`config.mk`:
```
export PLATFORM = sky130hd
export DESIGN_NAME = stx_etx_frame_encoder_crc8
export DESIGN_NICKNAME = d
export VERILOG_FILES = /design/src/rtl/stxenc_pkg.sv /design/src/rtl/stx_etx_frame_encoder_crc8.sv /design/src/rtl/stxenc_front.sv /design/src/rtl/stxenc_queue.sv /design/src/rtl/stxenc_back.sv
export SDC_FILE = /design/constraint.sdc
export NUM_CORES = 1
export LEC_CHECK = 0
export BUFFER_PORTS_ARGS = -buffer_cell sky130_fd_sc_hd__buf_2
export CAP_MARGIN = 10
export CORE_MARGIN = 4
export CORE_UTILIZATION = 63
export CTS_CLUSTER_DIAMETER = 80
export DETAILED_ROUTE_END_ITERATION = 10
export GPL_TIMING_DRIVEN = 0
export PLACE_DENSITY = 0.87
export SLEW_MARGIN = 25
export SYNTH_ARGS = -nofsm -noshare
export SYNTH_HDL_FRONTEND = slang
export SYNTH_SLANG_ARGS = --single-unit
```
`constraint.sdc`:
```
create_clock -name clk -period 11.1 [get_ports clk]
set_input_delay 0.555 -clock clk [delete_from_list [all_inputs] [get_ports clk]]
set_output_delay 0.555 -clock clk [all_outputs]
set_load 0.01 [all_outputs]
```
`src/rtl/stxenc_pkg.sv`:
```
// ----------------------------------------------------------------------------
// stxenc_pkg
// Shared types, codes and the crc-8 helper for the stx/etx frame encoder.
// ----------------------------------------------------------------------------
package stxenc_pkg;

  // crc-8 polynomial and seed
  localparam logic [7:0] CrcPoly = 8'h31;
  localparam logic [7:0] CrcSeed = 8'hFF;

  // configuration register indexes
  typedef enum logic [1:0] {
    REG_START_BYTE  = 2'd0,
    REG_END_BYTE    = 2'd1,
    REG_ESCAPE_BYTE = 2'd2,
    REG_MAX_LENGTH  = 2'd3
  } reg_index_e;

  // line byte kinds, in send order; bit positions of cmd_t.steps
  localparam int NumSteps = 7;
  typedef enum logic [2:0] {
    STEP_START = 3'd0,
    STEP_DESC  = 3'd1,
    STEP_DATA  = 3'd2,
    STEP_CESC  = 3'd3,
    STEP_CRC   = 3'd4,
    STEP_END   = 3'd5,
    STEP_ERR   = 3'd6
  } step_e;

  // configuration registers as seen by front and back
  typedef struct packed {
    logic [7:0] start_byte;
    logic [7:0] end_byte;
    logic [7:0] escape_byte;
    logic [8:0] max_output_length;
  } cfg_regs_t;

  // one classified item: which line bytes to send plus their payload
  typedef struct packed {
    logic [NumSteps-1:0] steps;
    logic [7:0]          data;
    logic [7:0]          crc;
  } cmd_t;

  // crc-8, msb first, one byte
  function automatic logic [7:0] crc8_update(input logic [7:0] crc, input logic [7:0] b);
    logic [7:0] c;
    c = crc ^ b;
    for (int i = 0; i < 8; i++) begin
      c = c[7] ? ({c[6:0], 1'b0} ^ CrcPoly) : {c[6:0], 1'b0};
    end
    return c;
  endfunction

endpackage

```
`src/rtl/stx_etx_frame_encoder_crc8.sv`:
```
// ----------------------------------------------------------------------------
// stx_etx_frame_encoder_crc8
// STX/ETX frame encoder with byte stuffing and CRC-8 (poly 0x31, seed 0xFF).
// ----------------------------------------------------------------------------
// Each body byte is taken by the front end, which decides the whole group
// of line bytes it causes (start marker, escape, data, crc, end marker or
// the error result) and queues it; the back end sends those bytes one per
// cycle from an output register while out_ready does not stall it. An item
// thus produces one to six line bytes, two for an escaped body byte, and
// none for items dropped after an overflow. Sustained rate is set by the
// single output byte per cycle. Input is accepted whenever the two-entry
// command queue has room, independent of output stalls.
module stx_etx_frame_encoder_crc8
  import stxenc_pkg::*;
#(
  parameter int MAX_FRAME_BYTES = 256
) (
  input  logic       clk,
  input  logic       rst,
  input  logic       cfg_valid,
  output logic       cfg_ready,
  input  logic [1:0] cfg_index,
  input  logic [8:0] cfg_data,
  input  logic       in_valid,
  output logic       in_ready,
  input  logic [7:0] data_byte,
  input  logic       last_byte,
  output logic       out_valid,
  input  logic       out_ready,
  output logic [7:0] out_byte,
  output logic       last_of_run,
  output logic       frame_done,
  output logic       status
);

  cfg_regs_t  cfg;
  logic [7:0] crc_start;
  logic       push;
  cmd_t       push_cmd;
  logic       full;
  logic       pop;
  logic       q_valid;
  cmd_t       q_cmd;

  assign cfg_ready = 1'b1;

  // configuration registers; crc of the start marker kept alongside
  always_ff @(posedge clk) begin
    if (rst) begin
      cfg.start_byte        <= 8'h02;
      cfg.end_byte          <= 8'h03;
      cfg.escape_byte       <= 8'h10;
      cfg.max_output_length <= 9'd256;
      crc_start             <= crc8_update(CrcSeed, 8'h02);
    end else if (cfg_valid && cfg_ready) begin
      case (reg_index_e'(cfg_index))
        REG_START_BYTE: begin
          cfg.start_byte <= cfg_data[7:0];
          crc_start      <= crc8_update(CrcSeed, cfg_data[7:0]);
        end
        REG_END_BYTE:    cfg.end_byte          <= cfg_data[7:0];
        REG_ESCAPE_BYTE: cfg.escape_byte       <= cfg_data[7:0];
        REG_MAX_LENGTH:  cfg.max_output_length <= cfg_data;
        default:         cfg.end_byte          <= cfg.end_byte;
      endcase
    end
  end

  stxenc_front #(
    .MAX_FRAME_BYTES(MAX_FRAME_BYTES)
  ) u_front (
    .clk        (clk),
    .rst        (rst),
    .cfg        (cfg),
    .crc_start  (crc_start),
    .in_valid   (in_valid),
    .in_ready   (in_ready),
    .data_byte  (data_byte),
    .last_byte  (last_byte),
    .push       (push),
    .cmd        (push_cmd),
    .queue_full (full)
  );

  stxenc_queue u_queue (
    .clk      (clk),
    .rst      (rst),
    .push     (push),
    .push_cmd (push_cmd),
    .full     (full),
    .pop      (pop),
    .q_valid  (q_valid),
    .q_cmd    (q_cmd)
  );

  stxenc_back u_back (
    .clk         (clk),
    .rst         (rst),
    .cfg         (cfg),
    .q_valid     (q_valid),
    .q_cmd       (q_cmd),
    .pop         (pop),
    .out_valid   (out_valid),
    .out_ready   (out_ready),
    .out_byte    (out_byte),
    .last_of_run (last_of_run),
    .frame_done  (frame_done),
    .status      (status)
  );

endmodule

```
`src/rtl/stxenc_front.sv`:
```
// ----------------------------------------------------------------------------
// stxenc_front
// Accepts body bytes, tracks frame state, length and crc, and turns each
// item into a command listing the line bytes the back end has to send.
// ----------------------------------------------------------------------------
module stxenc_front
  import stxenc_pkg::*;
#(
  parameter int MAX_FRAME_BYTES = 256
) (
  input  logic       clk,
  input  logic       rst,
  input  cfg_regs_t  cfg,
  input  logic [7:0] crc_start,
  input  logic       in_valid,
  output logic       in_ready,
  input  logic [7:0] data_byte,
  input  logic       last_byte,
  output logic       push,
  output cmd_t       cmd,
  input  logic       queue_full
);

  localparam int LimW = 13;
  localparam logic [LimW-1:0] MaxFrame = LimW'(MAX_FRAME_BYTES);

  logic       in_frame;
  logic       dropping;
  logic [8:0] count;
  logic [7:0] crc;

  logic       accept;
  logic [9:0] lim;
  logic [7:0] crc_in;
  logic [7:0] crc_next;
  logic       esc_d;
  logic       esc_c;
  logic [9:0] p1;
  logic [9:0] p2;
  logic [9:0] p3;
  logic [9:0] p4;
  logic       ok_s;
  logic       ok_d;
  logic       ok_c;
  logic       ok_e;
  logic       ok_all;

  assign in_ready = !queue_full;
  assign accept   = in_valid && in_ready;
  assign push     = accept && !dropping;

  // effective frame length limit
  always_comb begin
    if ({4'b0, cfg.max_output_length} > MaxFrame) begin
      lim = MaxFrame[9:0];
    end else begin
      lim = {1'b0, cfg.max_output_length};
    end
  end

  // crc over start marker (precomputed), the frame's earlier bytes and this byte
  assign crc_in   = in_frame ? crc : crc_start;
  assign crc_next = crc8_update(crc_in, data_byte);

  assign esc_d = (data_byte == cfg.start_byte) || (data_byte == cfg.end_byte) ||
                 (data_byte == cfg.escape_byte);
  assign esc_c = (crc_next == cfg.start_byte) || (crc_next == cfg.end_byte) ||
                 (crc_next == cfg.escape_byte);

  // running output position after each piece, and room checks
  assign p1 = {1'b0, count} + (in_frame ? 10'd0 : 10'd1);
  assign p2 = p1 + (esc_d ? 10'd2 : 10'd1);
  assign p3 = p2 + (esc_c ? 10'd2 : 10'd1);
  assign p4 = p3 + 10'd1;

  assign ok_s   = in_frame || (p1 <= lim);
  assign ok_d   = ok_s && (p2 <= lim);
  assign ok_c   = ok_d && (p3 <= lim);
  assign ok_e   = ok_c && (p4 <= lim);
  assign ok_all = last_byte ? ok_e : ok_d;

  // command build
  always_comb begin
    cmd = '0;
    cmd.data = data_byte;
    cmd.crc  = crc_next;
    cmd.steps[STEP_START] = !in_frame && ok_s;
    cmd.steps[STEP_DESC]  = ok_d && esc_d;
    cmd.steps[STEP_DATA]  = ok_d;
    cmd.steps[STEP_CESC]  = last_byte && ok_c && esc_c;
    cmd.steps[STEP_CRC]   = last_byte && ok_c;
    cmd.steps[STEP_END]   = last_byte && ok_e;
    cmd.steps[STEP_ERR]   = !ok_all;
  end

  // frame state
  always_ff @(posedge clk) begin
    if (rst) begin
      in_frame <= 1'b0;
      dropping <= 1'b0;
      count    <= '0;
      crc      <= CrcSeed;
    end else if (accept) begin
      if (dropping) begin
        if (last_byte) begin
          dropping <= 1'b0;
        end
      end else if (!ok_all || last_byte) begin
        in_frame <= 1'b0;
        count    <= '0;
        crc      <= CrcSeed;
        dropping <= !ok_all && !last_byte;
      end else begin
        in_frame <= 1'b1;
        count    <= p2[8:0];
        crc      <= crc_next;
      end
    end
  end

endmodule

```
`src/rtl/stxenc_queue.sv`:
```
// ----------------------------------------------------------------------------
// stxenc_queue
// Two-entry command queue between the front and the back end.
// ----------------------------------------------------------------------------
module stxenc_queue
  import stxenc_pkg::*;
(
  input  logic clk,
  input  logic rst,
  input  logic push,
  input  cmd_t push_cmd,
  output logic full,
  input  logic pop,
  output logic q_valid,
  output cmd_t q_cmd
);

  cmd_t       entries [2];
  logic       wr_ptr;
  logic       rd_ptr;
  logic [1:0] fill;

  assign full    = (fill == 2'd2);
  assign q_valid = (fill != 2'd0);
  assign q_cmd   = entries[rd_ptr];

  // storage
  always_ff @(posedge clk) begin
    if (push) begin
      entries[wr_ptr] <= push_cmd;
    end
  end

  // pointers and fill level
  always_ff @(posedge clk) begin
    if (rst) begin
      wr_ptr <= 1'b0;
      rd_ptr <= 1'b0;
      fill   <= 2'd0;
    end else begin
      if (push) begin
        wr_ptr <= !wr_ptr;
      end
      if (pop) begin
        rd_ptr <= !rd_ptr;
      end
      fill <= fill + {1'b0, push} - {1'b0, pop};
    end
  end

endmodule

```
`src/rtl/stxenc_back.sv`:
```
// ----------------------------------------------------------------------------
// stxenc_back
// Walks each queued command and sends its line bytes one per cycle through
// an output register, as long as out_ready does not stall it.
// ----------------------------------------------------------------------------
module stxenc_back
  import stxenc_pkg::*;
(
  input  logic       clk,
  input  logic       rst,
  input  cfg_regs_t  cfg,
  input  logic       q_valid,
  input  cmd_t       q_cmd,
  output logic       pop,
  output logic       out_valid,
  input  logic       out_ready,
  output logic [7:0] out_byte,
  output logic       last_of_run,
  output logic       frame_done,
  output logic       status
);

  logic [NumSteps-1:0] mask;
  logic [7:0]          cur_data;
  logic [7:0]          cur_crc;

  logic                adv;
  step_e               sel;
  logic [NumSteps-1:0] low;
  logic [NumSteps-1:0] rest;

  // pick the first pending line byte
  always_comb begin
    sel = STEP_START;
    for (int i = NumSteps - 1; i >= 0; i--) begin
      if (mask[i]) begin
        sel = step_e'(3'(i));
      end
    end
  end

  assign low  = NumSteps'(1) << sel;
  assign rest = mask & ~low;
  assign adv  = (|mask) && (!out_valid || out_ready);
  assign pop  = q_valid && ((mask == '0) || (adv && (rest == '0)));

  // current command
  always_ff @(posedge clk) begin
    if (rst) begin
      mask <= '0;
    end else if (pop) begin
      mask <= q_cmd.steps;
    end else if (adv) begin
      mask <= rest;
    end
  end

  always_ff @(posedge clk) begin
    if (pop) begin
      cur_data <= q_cmd.data;
      cur_crc  <= q_cmd.crc;
    end
  end

  // output register valid
  always_ff @(posedge clk) begin
    if (rst) begin
      out_valid <= 1'b0;
    end else if (!out_valid || out_ready) begin
      out_valid <= |mask;
    end
  end

  // output payload
  always_ff @(posedge clk) begin
    if (adv) begin
      last_of_run <= (rest == '0);
      frame_done  <= 1'b0;
      status      <= 1'b0;
      case (sel)
        STEP_START: out_byte <= cfg.start_byte;
        STEP_DESC:  out_byte <= cfg.escape_byte;
        STEP_DATA:  out_byte <= cur_data;
        STEP_CESC:  out_byte <= cfg.escape_byte;
        STEP_CRC:   out_byte <= cur_crc;
        STEP_END: begin
          out_byte   <= cfg.end_byte;
          frame_done <= 1'b1;
        end
        STEP_ERR: begin
          out_byte   <= 8'd0;
          frame_done <= 1'b1;
          status     <= 1'b1;
        end
        default:    out_byte <= 8'd0;
      endcase
    end
  end

`ifndef NO_ASSERTIONS
  a_err_form: assert property (@(posedge clk) disable iff (rst)
    (out_valid && status) |-> (frame_done && (out_byte == 8'd0)))
    else $error("error result malformed");

  a_done_last: assert property (@(posedge clk) disable iff (rst)
    (out_valid && frame_done) |-> last_of_run)
    else $error("frame end not last of run");

  a_pop_loads: assert property (@(posedge clk) disable iff (rst)
    pop |=> (mask != '0))
    else $error("popped command with no line bytes");
`endif

endmodule
```
; Word-level counts from Yosys, hierarchy flattened
; Memory sizes are Yosys's and may differ from the RTL's. A register that Yosys moved wholly into a read port is not among the register bits.
; Cells that the tools add are included.
[op_classes]
addsub = 6
n_eq_ne = 16
n_bitwise = 21
n_reduce_logical = 44
muxes = 44
n_div = 0
n_mul = 0
magnitude_cmp = 5
shifts = 1
[op_table]
columns = operator, n
row1 = two-way mux 6 bit, 16
row2 = == test 8 bit, 6
row3 = inverter 3 bit, 16
row4 = less-or-equal comparator 10 x 9 -> 1 bit, 4
row5 = one-hot mux 8 bit (5 select lines), 1
row6 = two-way mux 3 bit, 7
row7 = adder 10 bit, 2
row8 = two-way mux 9 bit, 2
row9 = two-way mux 8 bit, 2
row10 = logical AND 1 bit, 14
row11 = zero test 7 bit, 2
row12 = two-way mux 7 bit, 2
row13 = two-way mux 1 bit, 12
row14 = adder 10 x 1 -> 10 bit (second input constant), 1
row15 = adder 9 x 10 -> 10 bit, 1
row16 = AND reduction 2 bit, 5
row17 = == test 3 bit (second input constant), 3
row18 = > comparator 9 bit (second input constant), 1
row19 = zero test 1 bit, 8
row20 = logical OR 1 bit, 8
row21 = inverter 8 bit, 1
row22 = bitwise XOR 8 bit, 1
row23 = AND 7 bit, 1
row24 = inverter 7 bit, 1
row25 = other kinds (14), 20
[word_totals]
ramBits = 46
wordCells = 158
out_inout_bits = 14
inputBits = 25
reg_bits = 99
latch_bits = 0
rom_bits = 0
memories = 1
[memory_table]
columns = name, words, width, rd, rd_clocked_by_memory_dff, wr, line
row1 = u_queue.entries, 2, 23, 1, 1, 1, stxenc_queue.sv:18  ; cmd_t entries [2];

; Logic depth before layout (Yosys ltp)
[logic_depth]
depth_word = 31
depth_mapped = 27

; Hierarchy
; Synthesis repeated with hierarchy kept, for this count alone.
[hier_totals]
cells_unflattened = 811
hier_area_um2 = 8580.7
[modules_own_cells]
columns = mod, area_per_inst_um2, instances, cells_per_inst, seq_area_each_um2
row1 = stxenc_front, 3492.1, 1, 417, 380.4
row2 = stxenc_queue, 1881.8, 1, 92, 1481.4
row3 = stx_etx_frame_encoder_crc8, 1625.3, 1, 177, 820.8
row4 = stxenc_back, 1581.5, 1, 125, 970.9

; Worst setup path before layout
; No wires, ideal clock.
[synth_path]
path_type = input to register
start = in data_byte[3]
end = mem u_queue.entries[0][22] in the netlist's numbering, data pin
stages = 24
setup_time_ns = 0.264
path_buffers = 1
t_arrival_ns = 5.218
required_ns = 10.836
path_slack_ns = 5.618
cell_sequence = clkbuf_1 xnor2_2 xnor3_2 xnor2_4 xor2_2 and2_1 o2111ai_1 nand3_2 inv_1 ha_1 inv_1 fa_1 xor2_1 nor3_1 nand3_1 nor3b_1 xor2_1 ha_1 a21o_1 a21oi_1 o21ai_0 o41ai_1 nor3b_1 a21oi_1
[synth_rtl]
columns = element, line
row1 = from (decl), stx_etx_frame_encoder_crc8.sv:26  ; input logic [7:0] data_byte,
row2 = to (decl), stxenc_queue.sv:18

==> results.md <==
- Routability cong.: 0.997
- R2R Path End: u_queue.entries[0][22]
- First-pass GRT wire length: 31,900 um
- Routed Antenna Nets: 0
- Post-synthesis cell count: 833
- CTS tree: built
- Final core occ: 73.1%
- Largest net degree at the start of global routing: 26
- Post-synthesis sequential area ratio: 44.0%
- Initial Util: 65.0%
- Synth area leaders: edfxtp_1 (26%), dfxtp_1 (18%), ha_1 (6.8%), xnor2_1 (6.1%), nand2_1 (4.8%)
- DR pass1 iterations: 6
- Worst R2R Path Depth: 24
- Final hold vios: 0
- Worst endpoint required time: 11.27 ns
- Antenna violations before repair: 0
- Maximum vdd drop: 146 uV
- Commonest non-fill, non-tap cell in the layout: nand2_1
- Clock Sinks: 146
- Placed instance area: 0.00869 mm2
- DRC Markers: 0
- Syn Nets: 905
- H-Tree Depth: 4
- Number of enable flip-flop cells after synthesis: 73
- Max-Cap Viols: 0
- Gr ovfl total: 0
- Slew @ Worst Pin: 0.864 ns
- Max-slew headroom: 41.9%
- Most used cell, CP: inv_1
- Dpl hpwl: 14,300 um
- Setup crit end: u_queue.entries[0][22]
- Power Total: 2.12 mW
- Avg Inst Size Synth: 9.96 um2
- #FFs+latches synth: 146
- Yosys top cell by area: edfxtp_1
- Crit-path cells: mux2i_1 -> xnor2_2 -> xnor3_2 -> xnor2_4 -> xor2_2 -> and2_1 -> o2111ai_1 -> nand3_2 -> inv_1 -> ha_1 -> inv_1 -> fa_1 -> nor2b_1 -> nand2_1 -> xor2_1 -> inv_1 -> nand3_1 -> nor3b_1 -> xor2_1 -> ha_1 -> nand3_1 -> o41ai_1 -> nor3b_1 -> a21oi_1
- Critical path's largest stage delay: 0.76 ns
- Setup WS post-layout: 4.46 ns
- Synth top area share: 26.4%
- Reg-to-Reg Start: u_front.in_frame
- CP Launch Point: u_front.in_frame
- Pre-CTS setup slack: 4.51 ns
- Chip Height: 123 um
- Core area: 0.0128 mm2
- Die ar.: 0.0151 mm2
- Fraction of layout cells with a size suffix above 1: 11.8%
- Final #Nets: 955
- Post-CTS sizing: 0
- Max Slew Vio Count: 0
- CP max FO: 11
- CTS Root Cell: clkbuf_16
- Worst reg2reg setup slack: 4.46 ns
- CTS buffer count: 17
- Static leakage: 3.64 nW
- Main flop type after synthesis: edfxtp_1
- PortBufs: 30
- Diodes inserted: 0
- Cell variety after synth: 66
- Post-synth ARST share: 0%
- Drt initial violations: 735
- Area grow syn2layout: 12.5%
- Crit path time final: 6.64 ns
- Vias in the first global route: 6,348
- Chip width: 123 um
- Final Cycle Share: 59.8%
- Post-CTS Hold Fix Bufs: 0
- Vias: 6,502
- Post-detailed-route wirelength per cell: 18.2 um
- Most frequent cells in the layout: nand2_1 (106), dfxtp_1 (73), edfxtp_1 (73)
- Nature of the critical path startpoint: flip-flop
- Global Route Usage Sum: 27.7%
- Final Skew: 0.00760 ns
- Setup bufs post-CTS: 0
- Worst EP arrival: 6.81 ns
- Via density per instance: 6.09
- Core Rows: 41
- CP max stage cell: o41ai_1
- Design area: 0.00934 mm2
- Routed Wire Length: 19,500 um
- I/O pin count: 39
- RSZ-0062 raised after global routing: no
- Status: completed
- Worst Path Class, Setup: flip-flop to flip-flop
- Final TNS setup: 0 ns
- Clock transition at path regs: 0.06 ns
- Yosys warns: 0
- Clock latency at the later pin of the worst-skew pair: 0.43 ns
- Pwr per Cell Area: 227 mW/mm2
- Endpoints failing setup: 0
- Cell Area, Synth: 0.00830 mm2
- Min-Delay Path Class: input pin to flip-flop
- Fmax: 151 MHz
- CP Capture Type: flip-flop
- Max Root-Sink Buffers: 2
[synthesized netlist by cell type, types with 18 or more instances]
library cell / instances
dfxtp_1: 73
ha_1: 45
nand2_1: 106
clkbuf_1: 33
nor2_1: 54
xor2_1: 42
inv_1: 31
a21oi_1: 51
xnor2_1: 58
nand3_1: 18
mux2_2: 22
o21ai_0: 18
edfxtp_1: 73
[through the flow]
stage               cells  hold slack (ns)
floorplan             833            0.432
global placement     1035            0.438
detailed placement   1036            0.442
CTS                  1068            0.313
global route         1068            0.315
finish               1068            0.325
[worst max-delay path: cells and delay by family (launching register included)]
kind / cells / cell delay (ns)
AO/OA/AOI/OAI: 3 / 1.09
buffers and inverters: 3 / 0.30
flip-flops: 1 / 0.47
AND/OR/NAND/NOR: 8 / 1.51
adder cells (fa/ha/maj): 3 / 0.87
multiplexers: 1 / 0.43
XOR/XNOR: 6 / 1.70
[cell type report]
| type | instances | area, um2 |
|---|---|---|
| clock inverter | 10 | 169 |
| tap | 172 | 215 |
| multi-input combinational | 615 | 4380 |
| timing repair buffer | 31 | 161 |
| buffer | 39 | 160 |
| inverter | 33 | 124 |
| fill | 854 | 3430 |
| clock buffer | 22 | 475 |
| sequential | 146 | 3650 |
[how the worst min path moves through the flow]
stage                  from                      to  slack [ns]  cells after the start
4_1_cts        data_byte[6]  u_queue.entries[0][14]        0.31                      1
3_5_place_dp         cfg[0]                  cfg[0]        0.44                      2
3_3_place_gp         cfg[0]                  cfg[0]        0.44                      2
2_1_floorplan        cfg[0]                  cfg[0]        0.43                      2
5_1_grt        data_byte[6]  u_queue.entries[0][14]        0.32                      1
6_report       data_byte[6]  u_queue.entries[0][14]        0.32                      1
[report_power, final]
part	switching [mW]	internal (mW)	total [mW]
combinational	0.425	0.271	0.696
clock	0.223	0.398	0.621
sequential	0.0556	0.743	0.799
[cell families after synthesis]
kind of cell / count (synthesis) / synth area share [%]
multiplexers: 38 / 5.11
adder cells (fa/ha/maj): 47 / 7.27
buffers and inverters: 72 / 3.42
AND/OR/NAND/NOR: 269 / 15.4
other: 1 / 0.0452
XOR/XNOR: 109 / 12.8
flip-flops: 146 / 44.0
AO/OA/AOI/OAI: 151 / 11.9
[sequential cells by signal, indices dropped and copies added, names as in the netlist, named ones only]
register / count
crc_start: 8
u_queue.wr_ptr: 1
u_back.status: 1
u_queue.fill: 2
u_back.frame_done: 1
u_back.last_of_run: 1
u_front.count: 9
u_back.cur_crc: 8
cfg: 33
u_front.dropping: 1
u_back.mask: 7
u_back.out_byte: 8
u_back.cur_data: 8
u_queue.entries: 46
u_front.in_frame: 1
u_queue.rd_ptr: 1
u_back.out_valid: 1
u_front.crc: 8
[routing by layer]
| metal | up-vias | track usage [%] | part of all wire, % |
|---|---|---|---|
| met4 | 0 | 12.7 | 3.1 |
| met5 | - | 0 | 0 |
| met1 | 3052 | 37.1 | 42 |
| met2 | 341 | 42.7 | 45 |
| li1 | 3057 | - | - |
| met3 | 52 | 6.68 | 9.9 |
No activity file was read; power rests on OpenSTA's default activity.
